**config.mk**
```make
export PLATFORM = sky130hd
export DESIGN_NAME = line_scan_camera_readout
export DESIGN_NICKNAME = d
export VERILOG_FILES = /design/src/rtl/lscr_pkg.sv /design/src/rtl/line_scan_camera_readout.sv /design/src/rtl/lscr_avg.sv
export SDC_FILE = /design/constraint.sdc
export NUM_CORES = 1
export LEC_CHECK = 0
export BUFFER_PORTS_ARGS = -buffer_cell sky130_fd_sc_hd__buf_2
export CAP_MARGIN = 20
export CORE_ASPECT_RATIO = 1.4
export CORE_UTILIZATION = 62
export CTS_CLUSTER_DIAMETER = 60
export CTS_CLUSTER_SIZE = 12
export DETAILED_ROUTE_END_ITERATION = 8
export PLACE_DENSITY = 0.95
export SYNTH_ARGS = -nofsm -noshare
export SYNTH_HDL_FRONTEND = slang
export SYNTH_SLANG_ARGS = --single-unit
```
**constraint.sdc**
```tcl
create_clock -name clk -period 8.32 [get_ports clk]
set_input_delay 0.832 -clock clk [delete_from_list [all_inputs] [get_ports clk]]
set_output_delay 0.832 -clock clk [all_outputs]
set_load 0.02 [all_outputs]
```
**src/rtl/lscr_pkg.sv**
```systemverilog
// Shared types and constants for the line scan camera readout block.
// No dependencies; used by lscr_avg and line_scan_camera_readout.
package lscr_pkg;

	localparam int SAMPLE_W    = 16;
	localparam int NUM_SAMPLES = 8;
	localparam int COUNT_W     = 9;
	localparam int INDEX_W     = 8;
	localparam int END_COUNT_DEF = 129;

	typedef enum logic [1:0] {
		OP_TICK  = 2'd0,
		OP_ADC   = 2'd1,
		OP_START = 2'd2
	} op_t;

	typedef enum logic [1:0] {
		MODE_DUAL = 2'd0,
		MODE_CAM1 = 2'd1,
		MODE_CAM2 = 2'd2
	} mode_t;

	// Write enables from the averager to the result stage
	typedef struct packed {
		logic wr_cam1;
		logic wr_cam2;
	} pixel_wr_t;

endpackage

```
**src/rtl/line_scan_camera_readout.sv**
```systemverilog
// Top level of the line scan camera readout sequencer: input stage, sequence
// state, result stage. Depends on lscr_pkg and lscr_avg.
//
//  channel | handshake           | payload
//  --------+---------------------+------------------------------------------
//  in      | in_valid / in_ready | op, sample_0 .. sample_7
//  out     | out_valid/out_ready | si_level .. pixel_index, frame_done
//  cfg     | cfg_valid/cfg_ready | camera_mode
//
// Each item passes through the input register, then the result register.
// One item per cycle is sustained while the output is ready.
// Sequence state updates as an item moves from the input to the result stage.
// A stalled output holds both stages; the input stays ready while either
// stage can move. Reset stops the sequence, clears counter and pins, mode 0.
module line_scan_camera_readout #(
	parameter int END_COUNT = lscr_pkg::END_COUNT_DEF
) (
	input  logic                          clk,
	input  logic                          arst_n,
	input  logic                          in_valid,
	output logic                          in_ready,
	input  logic [1:0]                    op,
	input  logic [lscr_pkg::SAMPLE_W-1:0] sample_0,
	input  logic [lscr_pkg::SAMPLE_W-1:0] sample_1,
	input  logic [lscr_pkg::SAMPLE_W-1:0] sample_2,
	input  logic [lscr_pkg::SAMPLE_W-1:0] sample_3,
	input  logic [lscr_pkg::SAMPLE_W-1:0] sample_4,
	input  logic [lscr_pkg::SAMPLE_W-1:0] sample_5,
	input  logic [lscr_pkg::SAMPLE_W-1:0] sample_6,
	input  logic [lscr_pkg::SAMPLE_W-1:0] sample_7,
	output logic                          out_valid,
	input  logic                          out_ready,
	output logic                          si_level,
	output logic                          clock_level,
	output logic                          clock_pulse,
	output logic                          start_conversion,
	output logic                          write_cam1,
	output logic                          write_cam2,
	output logic [lscr_pkg::SAMPLE_W-1:0] pixel_cam1,
	output logic [lscr_pkg::SAMPLE_W-1:0] pixel_cam2,
	output logic [lscr_pkg::INDEX_W-1:0]  pixel_index,
	output logic                          frame_done,
	input  logic                          cfg_valid,
	output logic                          cfg_ready,
	input  logic [1:0]                    camera_mode
);

	typedef enum logic [2:0] {
		PH_STOPPED,
		PH_ARMED,
		PH_SI_HIGH,
		PH_SI_LOW,
		PH_CLK_HIGH,
		PH_CLK_LOW
	} phase_t;

	localparam logic [lscr_pkg::COUNT_W-1:0] END_CNT = lscr_pkg::COUNT_W'(END_COUNT);

	// input stage
	logic                          valid_s1;
	logic [1:0]                    op_s1;
	logic [lscr_pkg::SAMPLE_W-1:0] sample_s1 [lscr_pkg::NUM_SAMPLES];
	logic                          adv_s1;

	// sequence state
	phase_t                        phase_q, phase_d, phase_eff;
	logic [lscr_pkg::COUNT_W-1:0]  cnt_q, cnt_d, cnt_inc;
	logic                          si_q, si_d;
	logic                          clk_q, clk_d;
	logic [1:0]                    mode_q;
	logic                          pulse_d, conv_d, done_d;

	// averager
	lscr_pkg::pixel_wr_t           wr;
	logic [lscr_pkg::SAMPLE_W-1:0] pix1, pix2;

	// result stage
	logic                          valid_s2;

	assign adv_s1    = valid_s1 && (!valid_s2 || out_ready);
	assign in_ready  = !valid_s1 || adv_s1;
	assign cfg_ready = 1'b1;

	always_ff @(posedge clk or negedge arst_n) begin
		if (!arst_n) begin
			valid_s1 <= 1'b0;
		end else if (in_ready) begin
			valid_s1 <= in_valid;
		end
	end

	always_ff @(posedge clk) begin
		if (in_valid && in_ready) begin
			op_s1        <= op;
			sample_s1[0] <= sample_0;
			sample_s1[1] <= sample_1;
			sample_s1[2] <= sample_2;
			sample_s1[3] <= sample_3;
			sample_s1[4] <= sample_4;
			sample_s1[5] <= sample_5;
			sample_s1[6] <= sample_6;
			sample_s1[7] <= sample_7;
		end
	end

	always_ff @(posedge clk or negedge arst_n) begin
		if (!arst_n) begin
			mode_q <= lscr_pkg::MODE_DUAL;
		end else if (cfg_valid) begin
			mode_q <= camera_mode;
		end
	end

	assign cnt_inc   = cnt_q + 1'b1;
	// an armed sequence starts straight away with the SI raise
	assign phase_eff = (phase_q == PH_ARMED) ? PH_SI_HIGH : phase_q;

	always_comb begin
		phase_d = phase_q;
		cnt_d   = cnt_q;
		si_d    = si_q;
		clk_d   = clk_q;
		pulse_d = 1'b0;
		conv_d  = 1'b0;
		done_d  = 1'b0;
		case (op_s1)
			lscr_pkg::OP_TICK: begin
				case (phase_eff)
					PH_SI_HIGH: begin
						si_d    = 1'b1;
						phase_d = PH_SI_LOW;
					end
					PH_SI_LOW: begin
						si_d    = 1'b0;
						cnt_d   = '1;
						phase_d = PH_CLK_HIGH;
					end
					PH_CLK_HIGH: begin
						cnt_d = cnt_inc;
						if (cnt_inc == END_CNT) begin
							clk_d   = 1'b0;
							pulse_d = 1'b1;
							done_d  = 1'b1;
							phase_d = PH_STOPPED;
						end else begin
							clk_d   = 1'b1;
							phase_d = PH_CLK_LOW;
						end
					end
					PH_CLK_LOW: begin
						conv_d  = 1'b1;
						clk_d   = 1'b0;
						phase_d = PH_CLK_HIGH;
					end
					default: begin
						phase_d = PH_STOPPED;
					end
				endcase
			end
			lscr_pkg::OP_START: begin
				phase_d = PH_ARMED;
			end
			default: begin
				// conversion done and unused codes leave the sequence alone
			end
		endcase
	end

	lscr_avg u_avg (
		.en         (op_s1 == lscr_pkg::OP_ADC),
		.mode       (mode_q),
		.sample     (sample_s1),
		.wr         (wr),
		.pixel_cam1 (pix1),
		.pixel_cam2 (pix2)
	);

	always_ff @(posedge clk or negedge arst_n) begin
		if (!arst_n) begin
			phase_q          <= PH_STOPPED;
			cnt_q            <= '0;
			si_q             <= 1'b0;
			clk_q            <= 1'b0;
			valid_s2         <= 1'b0;
			si_level         <= 1'b0;
			clock_level      <= 1'b0;
			clock_pulse      <= 1'b0;
			start_conversion <= 1'b0;
			write_cam1       <= 1'b0;
			write_cam2       <= 1'b0;
			pixel_cam1       <= '0;
			pixel_cam2       <= '0;
			pixel_index      <= '0;
			frame_done       <= 1'b0;
		end else begin
			if (adv_s1) begin
				phase_q          <= phase_d;
				cnt_q            <= cnt_d;
				si_q             <= si_d;
				clk_q            <= clk_d;
				si_level         <= si_d;
				clock_level      <= clk_d;
				clock_pulse      <= pulse_d;
				start_conversion <= conv_d;
				write_cam1       <= wr.wr_cam1;
				write_cam2       <= wr.wr_cam2;
				pixel_cam1       <= pix1;
				pixel_cam2       <= pix2;
				pixel_index      <= cnt_d[lscr_pkg::INDEX_W-1:0];
				frame_done       <= done_d;
			end
			if (adv_s1) begin
				valid_s2 <= 1'b1;
			end else if (out_ready) begin
				valid_s2 <= 1'b0;
			end
		end
	end

	assign out_valid = valid_s2;

endmodule

```
**src/rtl/lscr_avg.sv**
```systemverilog
// Sample averager: averages the eight ADC samples into one or two pixel values.
// Depends on lscr_pkg for widths, mode codes and the write-enable struct.
module lscr_avg (
	input  logic                               en,
	input  logic [1:0]                         mode,
	input  logic [lscr_pkg::SAMPLE_W-1:0]      sample [lscr_pkg::NUM_SAMPLES],
	output lscr_pkg::pixel_wr_t                wr,
	output logic [lscr_pkg::SAMPLE_W-1:0]      pixel_cam1,
	output logic [lscr_pkg::SAMPLE_W-1:0]      pixel_cam2
);

	logic [lscr_pkg::SAMPLE_W+1:0] sum_lo;
	logic [lscr_pkg::SAMPLE_W+1:0] sum_hi;
	logic [lscr_pkg::SAMPLE_W+2:0] sum_all;
	logic [lscr_pkg::SAMPLE_W-1:0] avg_lo;
	logic [lscr_pkg::SAMPLE_W-1:0] avg_hi;
	logic [lscr_pkg::SAMPLE_W-1:0] avg_all;

	assign sum_lo = (lscr_pkg::SAMPLE_W+2)'(sample[0]) + (lscr_pkg::SAMPLE_W+2)'(sample[1])
		+ (lscr_pkg::SAMPLE_W+2)'(sample[2]) + (lscr_pkg::SAMPLE_W+2)'(sample[3]);
	assign sum_hi = (lscr_pkg::SAMPLE_W+2)'(sample[4]) + (lscr_pkg::SAMPLE_W+2)'(sample[5])
		+ (lscr_pkg::SAMPLE_W+2)'(sample[6]) + (lscr_pkg::SAMPLE_W+2)'(sample[7]);
	assign sum_all = (lscr_pkg::SAMPLE_W+3)'(sum_lo) + (lscr_pkg::SAMPLE_W+3)'(sum_hi);

	assign avg_lo  = sum_lo[lscr_pkg::SAMPLE_W+1:2];
	assign avg_hi  = sum_hi[lscr_pkg::SAMPLE_W+1:2];
	assign avg_all = sum_all[lscr_pkg::SAMPLE_W+2:3];

	always_comb begin
		wr.wr_cam1 = 1'b0;
		wr.wr_cam2 = 1'b0;
		pixel_cam1 = '0;
		pixel_cam2 = '0;
		if (en) begin
			case (mode)
				lscr_pkg::MODE_DUAL: begin
					wr.wr_cam1 = 1'b1;
					wr.wr_cam2 = 1'b1;
					pixel_cam1 = avg_lo;
					pixel_cam2 = avg_hi;
				end
				lscr_pkg::MODE_CAM1: begin
					wr.wr_cam1 = 1'b1;
					pixel_cam1 = avg_all;
				end
				lscr_pkg::MODE_CAM2: begin
					wr.wr_cam2 = 1'b1;
					pixel_cam2 = avg_all;
				end
				default: begin
					// unused mode code: no write
				end
			endcase
		end
	end

endmodule

```
# Word-level counts from Yosys, hierarchy flattened
# Cells that the tools add are included.
# totals
regBits	184
out_inout_bits	50
input_bits	137
word_cells	84
# classes
n_reduce_logical	20
add_sub_neg	8
eq_ne	10
muxes	23
# op_table
cell	count
adder 18 x 16 -> 18 bit	4
one-hot mux 16 bit (2 select lines)	2
adder 16 x 16 -> 17 bit	2
2-to-1 mux 16 bit	2
adder 18 x 18 -> 19 bit	1
one-hot mux 9 bit (2 select lines)	1
2-to-1 mux 1 bit	10
nonzero test 2 bit	5
adder 9 x 1 -> 9 bit (second input constant)	1
equality test 9 x 8 -> 1 bit (second input constant)	1
one-hot mux 3 bit (3 select lines)	1
AND reduction 3 bit	3
2-to-1 mux 8 bit	1
equality test 3 x 2 -> 1 bit (second input constant)	2
equality test 3 bit (second input constant)	2
2-to-1 mux 3 bit	2
one-hot mux 3 bit (2 select lines)	1
OR reduction 2 bit	3
equality test 2 x 1 -> 1 bit (second input constant)	2
equality test 2 bit (second input constant)	2
zero test 2 bit	2
one-hot mux 1 bit (2 select lines)	2
equality test 3 x 1 -> 1 bit (second input constant)	1
logical AND 1 bit	2
other kinds (4)	6

# Logic depth before layout (Yosys ltp)
# logic_depth
ltp_word	6
depth_mapped	29
mapped_depth_nobuf	29

# Hierarchy
# From an unflattened synthesis, not the netlist that was laid out.
# hier_totals
hier_cells	943
hier_area_um2	10970.5
# by_module_without_submodules
mod	n_inst	area_per_inst_um2	cells_per_inst	seq_area_each_um2
line_scan_camera_readout	1	6381.1	343	5255.0
lscr_avg	1	4589.4	600	0.0

# Worst setup path before layout
# OpenSTA, ideal clock, no wires.
# synth_path
path_type	register to register
from	register sample_s1[96] (netlist name)
to	register pixel_cam1[14] (netlist name)
setup_slack_ns	3.049
t_required_ns	8.196
n_path_buf	0
synth_period_minus_slack_ns	5.271
t_arrival_ns	5.147
path_stages_with_launch	27
cell_sequence	edfxtp_1 > ha_1 > inv_1 > fa_1 > nor2b_1 > o21ai_0 > a21boi_0 > o21ai_0 > a211oi_1 > nor3_1 > xor2_1 > fa_1 > inv_1 > ha_1 > a21o_2 > a211o_1 > nor2_1 > nand2_1 > a31o_2 > a21oi_1 > xnor2_1 > ha_1 > nand3_1 > nor4_1 > nor2_1 > mux2i_1 > a211o_1
# synth_via
elab_chain_cells	6
# synth_rtl
item	line_no	text
from (decl)	line_scan_camera_readout.sv:62	logic [lscr_pkg::SAMPLE_W-1:0] sample_s1 [lscr_pkg::NUM_SAMPLES];
adder 16 x 16 -> 17 bit *	lscr_avg.sv:19	assign sum_lo = (lscr_pkg::SAMPLE_W+2)'(sample[0]) + (lscr_pkg::SAMPLE_W+2)'(sample[1])
adder 18 x 16 -> 18 bit * (2 in series)	lscr_avg.sv:20	+ (lscr_pkg::SAMPLE_W+2)'(sample[2]) + (lscr_pkg::SAMPLE_W+2)'(sample[3]);
adder 18 x 18 -> 19 bit	lscr_avg.sv:23	assign sum_all = (lscr_pkg::SAMPLE_W+3)'(sum_lo) + (lscr_pkg::SAMPLE_W+3)'(sum_hi);
one-hot mux 16 bit (2 select lines) *	lscr_avg.sv:35	case (mode)
2-to-1 mux 16 bit *	lscr_avg.sv:34	if (en) begin
to (signal assigned)	line_scan_camera_readout.sv:207	pixel_cam1 <= pix1;
to (decl)	line_scan_camera_readout.sv:39	output logic [lscr_pkg::SAMPLE_W-1:0] pixel_cam1,
# Every way passes the cells marked *; elsewhere a longest branch is shown, timed or not.
# A chain may end at the register's enable or synchronous reset.

# Final worst setup path
# layout_path
from	register sample_s1[32] (netlist name)
to	register pixel_cam2[14] (netlist name)
# layout_via
elab_chain_cells	6
# layout_rtl
item	line_no	text
adder 16 x 16 -> 17 bit *	lscr_avg.sv:21	assign sum_hi = (lscr_pkg::SAMPLE_W+2)'(sample[4]) + (lscr_pkg::SAMPLE_W+2)'(sample[5])
adder 18 x 16 -> 18 bit * (2 in series)	lscr_avg.sv:22	+ (lscr_pkg::SAMPLE_W+2)'(sample[6]) + (lscr_pkg::SAMPLE_W+2)'(sample[7]);
adder 18 x 18 -> 19 bit	lscr_avg.sv:23	
one-hot mux 16 bit (2 select lines) *	lscr_avg.sv:35	
2-to-1 mux 16 bit *	lscr_avg.sv:34	
to (signal assigned)	line_scan_camera_readout.sv:208	pixel_cam2 <= pix2;
to (decl)	line_scan_camera_readout.sv:40	output logic [lscr_pkg::SAMPLE_W-1:0] pixel_cam2,
# Marks and branches as above.

==> impl_metrics.toml <==
[finish]
layout-drive-gt1-share_pct = 19.62
area_delta_synth_final_pct = 15.08
diodes = 0
fin_nets = 1451
final_cell_area_sq_mm = 0.01266
final_common_cell = "buf_2"
layout_common_cells = "buf_2, inv_1, edfxtp_1, ha_1, nand2_1"

[timing]
drv_slew = 0
fmax_mhz = 163.3
grt_setup_unrepaired = "false"
worst_pin_slew_ps = 1003
fin_ws_ps = 2195
holdWs_ps = 473.5
finClkSkew_ps = 17.28
setup_tns_ps = 0
setup_violations = 0
period_needed_ps = 6125
slew_headroom_pct = 33.14
hold_violations = 0
post-route-period-util_pct = 73.62

[clock_tree]
post-cts-setup-buffers = 0
clock_latency_ps = 450
cts_resized = 0
postCtsHoldBufs = 0
cts_sinks = 184
cts_tree = "done"
numCtsBuffers = 17
cts.clk_slew.worst_paths_ps = 70
h-tree-depth = 4
cts-root-buf = "clkbuf_16"
cts.path.max_buffers = 2

[power_and_ir_drop]
p_leak_nw = 5.987
p_per_area_mw_per_mm2 = 385.6
vdd_drop_max_mv = 0.2627
power_mw = 4.881

[grt]
antenna_found_initial = 0
grt_pass1_wl_mm = 40.22
grt_overflow_total = 0
grt_max_degree = 84
grtUsageTotal_pct = 28.96
grt_pass1_vias = 8694

[synthesis]
ys_warn_count = 0
synthDistinctLibCells = 67
ys.flop_type = "edfxtp_1"
synth_area_sq_mm = 0.01100
ys_seq_elements = 184
syn_nets = 1268
synth_cells = 1012
synthArstFlopShare_pct = 29.35
synth_edf_count = 130
synth-seq-area-share_pct = 47.77
syn_area_per_cell_sq_um = 10.87

[die]
die_area_sq_mm = 0.01829
die_y_um = 159.6
initial_core_util_pct = 63.48
num_rows = 57
coreArea_sq_mm = 0.01733
boundaryPins = 187
die_w_um = 114.6

[critical_path]
arrival_ps = 6460
timing.critical_path.required_ps = 8650
path_max_fanout = 7
r2r_end = "pixel_cam2[14]$_DFFE_PN0P_"
reg2reg_depth = 25
cp-start-kind = "flip-flop"
endpoint_kind = "flip-flop"
r2r_start = "sample_s1[32]$_DFFE_PP_"
r2r_slack_ps = 2190
crit_type = "flip-flop to flip-flop"

[drt]
wirelength_mm = 24.78
firstDrtPassIters = 7
via_per_inst = 5.732
drcViolationCount = 0
drt_iter0_drc = 524
final_antenna_net_count = 0
wl_per_cell_um = 17.16
vias = 8277

[placement]
hpwl_mm = 18.37
place_area_sq_mm = 0.01211
pre_cts_slack_ps = 2337
routabilityCongestion = 0.9098
io_buffers = 185

[worst_hold_path]
min_path_cells = 2
hp-start = "pixel_cam2[4]$_DFFE_PN0P_"
hold_class = "flip-flop to flip-flop"
min_delay_worst_endpoint = "pixel_cam2[4]$_DFFE_PN0P_"

[flow_run]
cap_violations = 0

[status]
status = "finished, final reports clean"
==> per-layer routing <==
metal	wire [um]	part of all wire, %	track usage [%]
met5	0	0	0
met4	1460	5.9	20.25
met3	1236	5.0	4.987
met2	12950	52	50.96
met1	9134	37	31.12
==> flip-flops by register name, summed over array words and instances (netlist names) <==
signal            count
si_q                  1
pixel_cam2           16
frame_done            1
cnt_q                 1
mode_q                2
clk_q                 1
sample_s1           128
out_valid             1
valid_s1              1
pixel_index           8
write_cam2            1
phase_q               3
write_cam1            1
pixel_cam1           16
start_conversion      1
op_s1                 2
==> through the flow <==
step,util [%],cells
after floorplan,-,1012
after global routing,73.05,1444
after global placement,69.86,1412
final,73.05,1444
after CTS,73.05,1444
after detailed placement,69.86,1412
==> report_power, final <==
group / leakage, nW / switching (mW) / total, mW / internal (mW)
clock: 0.263 / 0.364 / 0.779 / 0.415
sequential: 1.94 / 0.106 / 1.23 / 1.13
combinational: 3.78 / 1.73 / 2.87 / 1.14
total: 5.99 / 2.20 / 4.88 / 2.68
==> cell families after synthesis <==
group / Yosys count / synth area share [%]
XOR/XNOR: 67 / 5.403
AO/OA/AOI/OAI: 222 / 13.14
flip-flops: 184 / 47.77
multiplexers: 17 / 1.547
buffers and inverters: 179 / 6.563
adder cells (fa/ha/maj): 119 / 15.99
other: 1 / 0.03409
AND/OR/NAND/NOR: 223 / 9.554
==> worst max path at each step <==
stage	from	to
3_5_place_dp	sample_s1[32]$_DFFE_PP_	pixel_cam2[14]$_DFFE_PN0P_
4_1_cts	sample_s1[32]$_DFFE_PP_	pixel_cam2[14]$_DFFE_PN0P_
6_report	sample_s1[32]$_DFFE_PP_	pixel_cam2[14]$_DFFE_PN0P_
2_1_floorplan	sample_s1[96]$_DFFE_PP_	pixel_cam1[14]$_DFFE_PN0P_
3_3_place_gp	sample_s1[32]$_DFFE_PP_	pixel_cam2[14]$_DFFE_PN0P_
5_1_grt	sample_s1[32]$_DFFE_PP_	pixel_cam2[14]$_DFFE_PN0P_
==> critical path, stage by stage, from the launching register on <==
cell and delay (ps):
edfxtp_1 340, ha_1 160, inv_1 50, fa_1 390, nor2b_1 120, o21ai_0 110, a21boi_0 240, o21ai_0 200
a211oi_1 390, nor3_1 130, xor2_1 170, fa_1 490, inv_1 40, ha_1 200, nor3_1 370, o21ai_0 270
a41oi_1 370, o21bai_1 100, a21oi_1 230, xnor2_1 260, ha_1 380, a21o_1 220, a21oi_1 210, nor3b_1 330
xor2_1 180, o21ai_1 70
==> layout make-up <==
type,instances,area (sq um)
timing repair buffer,188,948.4
tap,236,295.3
clock inverter,13,120.1
clock buffer,19,432.9
inverter,155,581.8
multi-input combinational,649,5026
sequential,184,5255
fill,1133,4671
==> synthesized netlist by cell type, types with 17 or more instances <==
master	count	area share, %
nor2_1	59	2.0
a21o_1	18	1.2
nor3_1	17	0.77
xor2_1	26	2.1
fa_1	36	6.6
dfrtp_1	54	12
nand3_1	17	0.77
mux2i_1	17	1.5
nand2_1	73	2.5
inv_1	154	5.3
a21oi_1	58	2.6
xnor2_1	40	3.2
o21ai_0	60	2.7
ha_1	83	9.4
edfxtp_1	130	35
No activity file was read; power rests on OpenSTA's default activity.
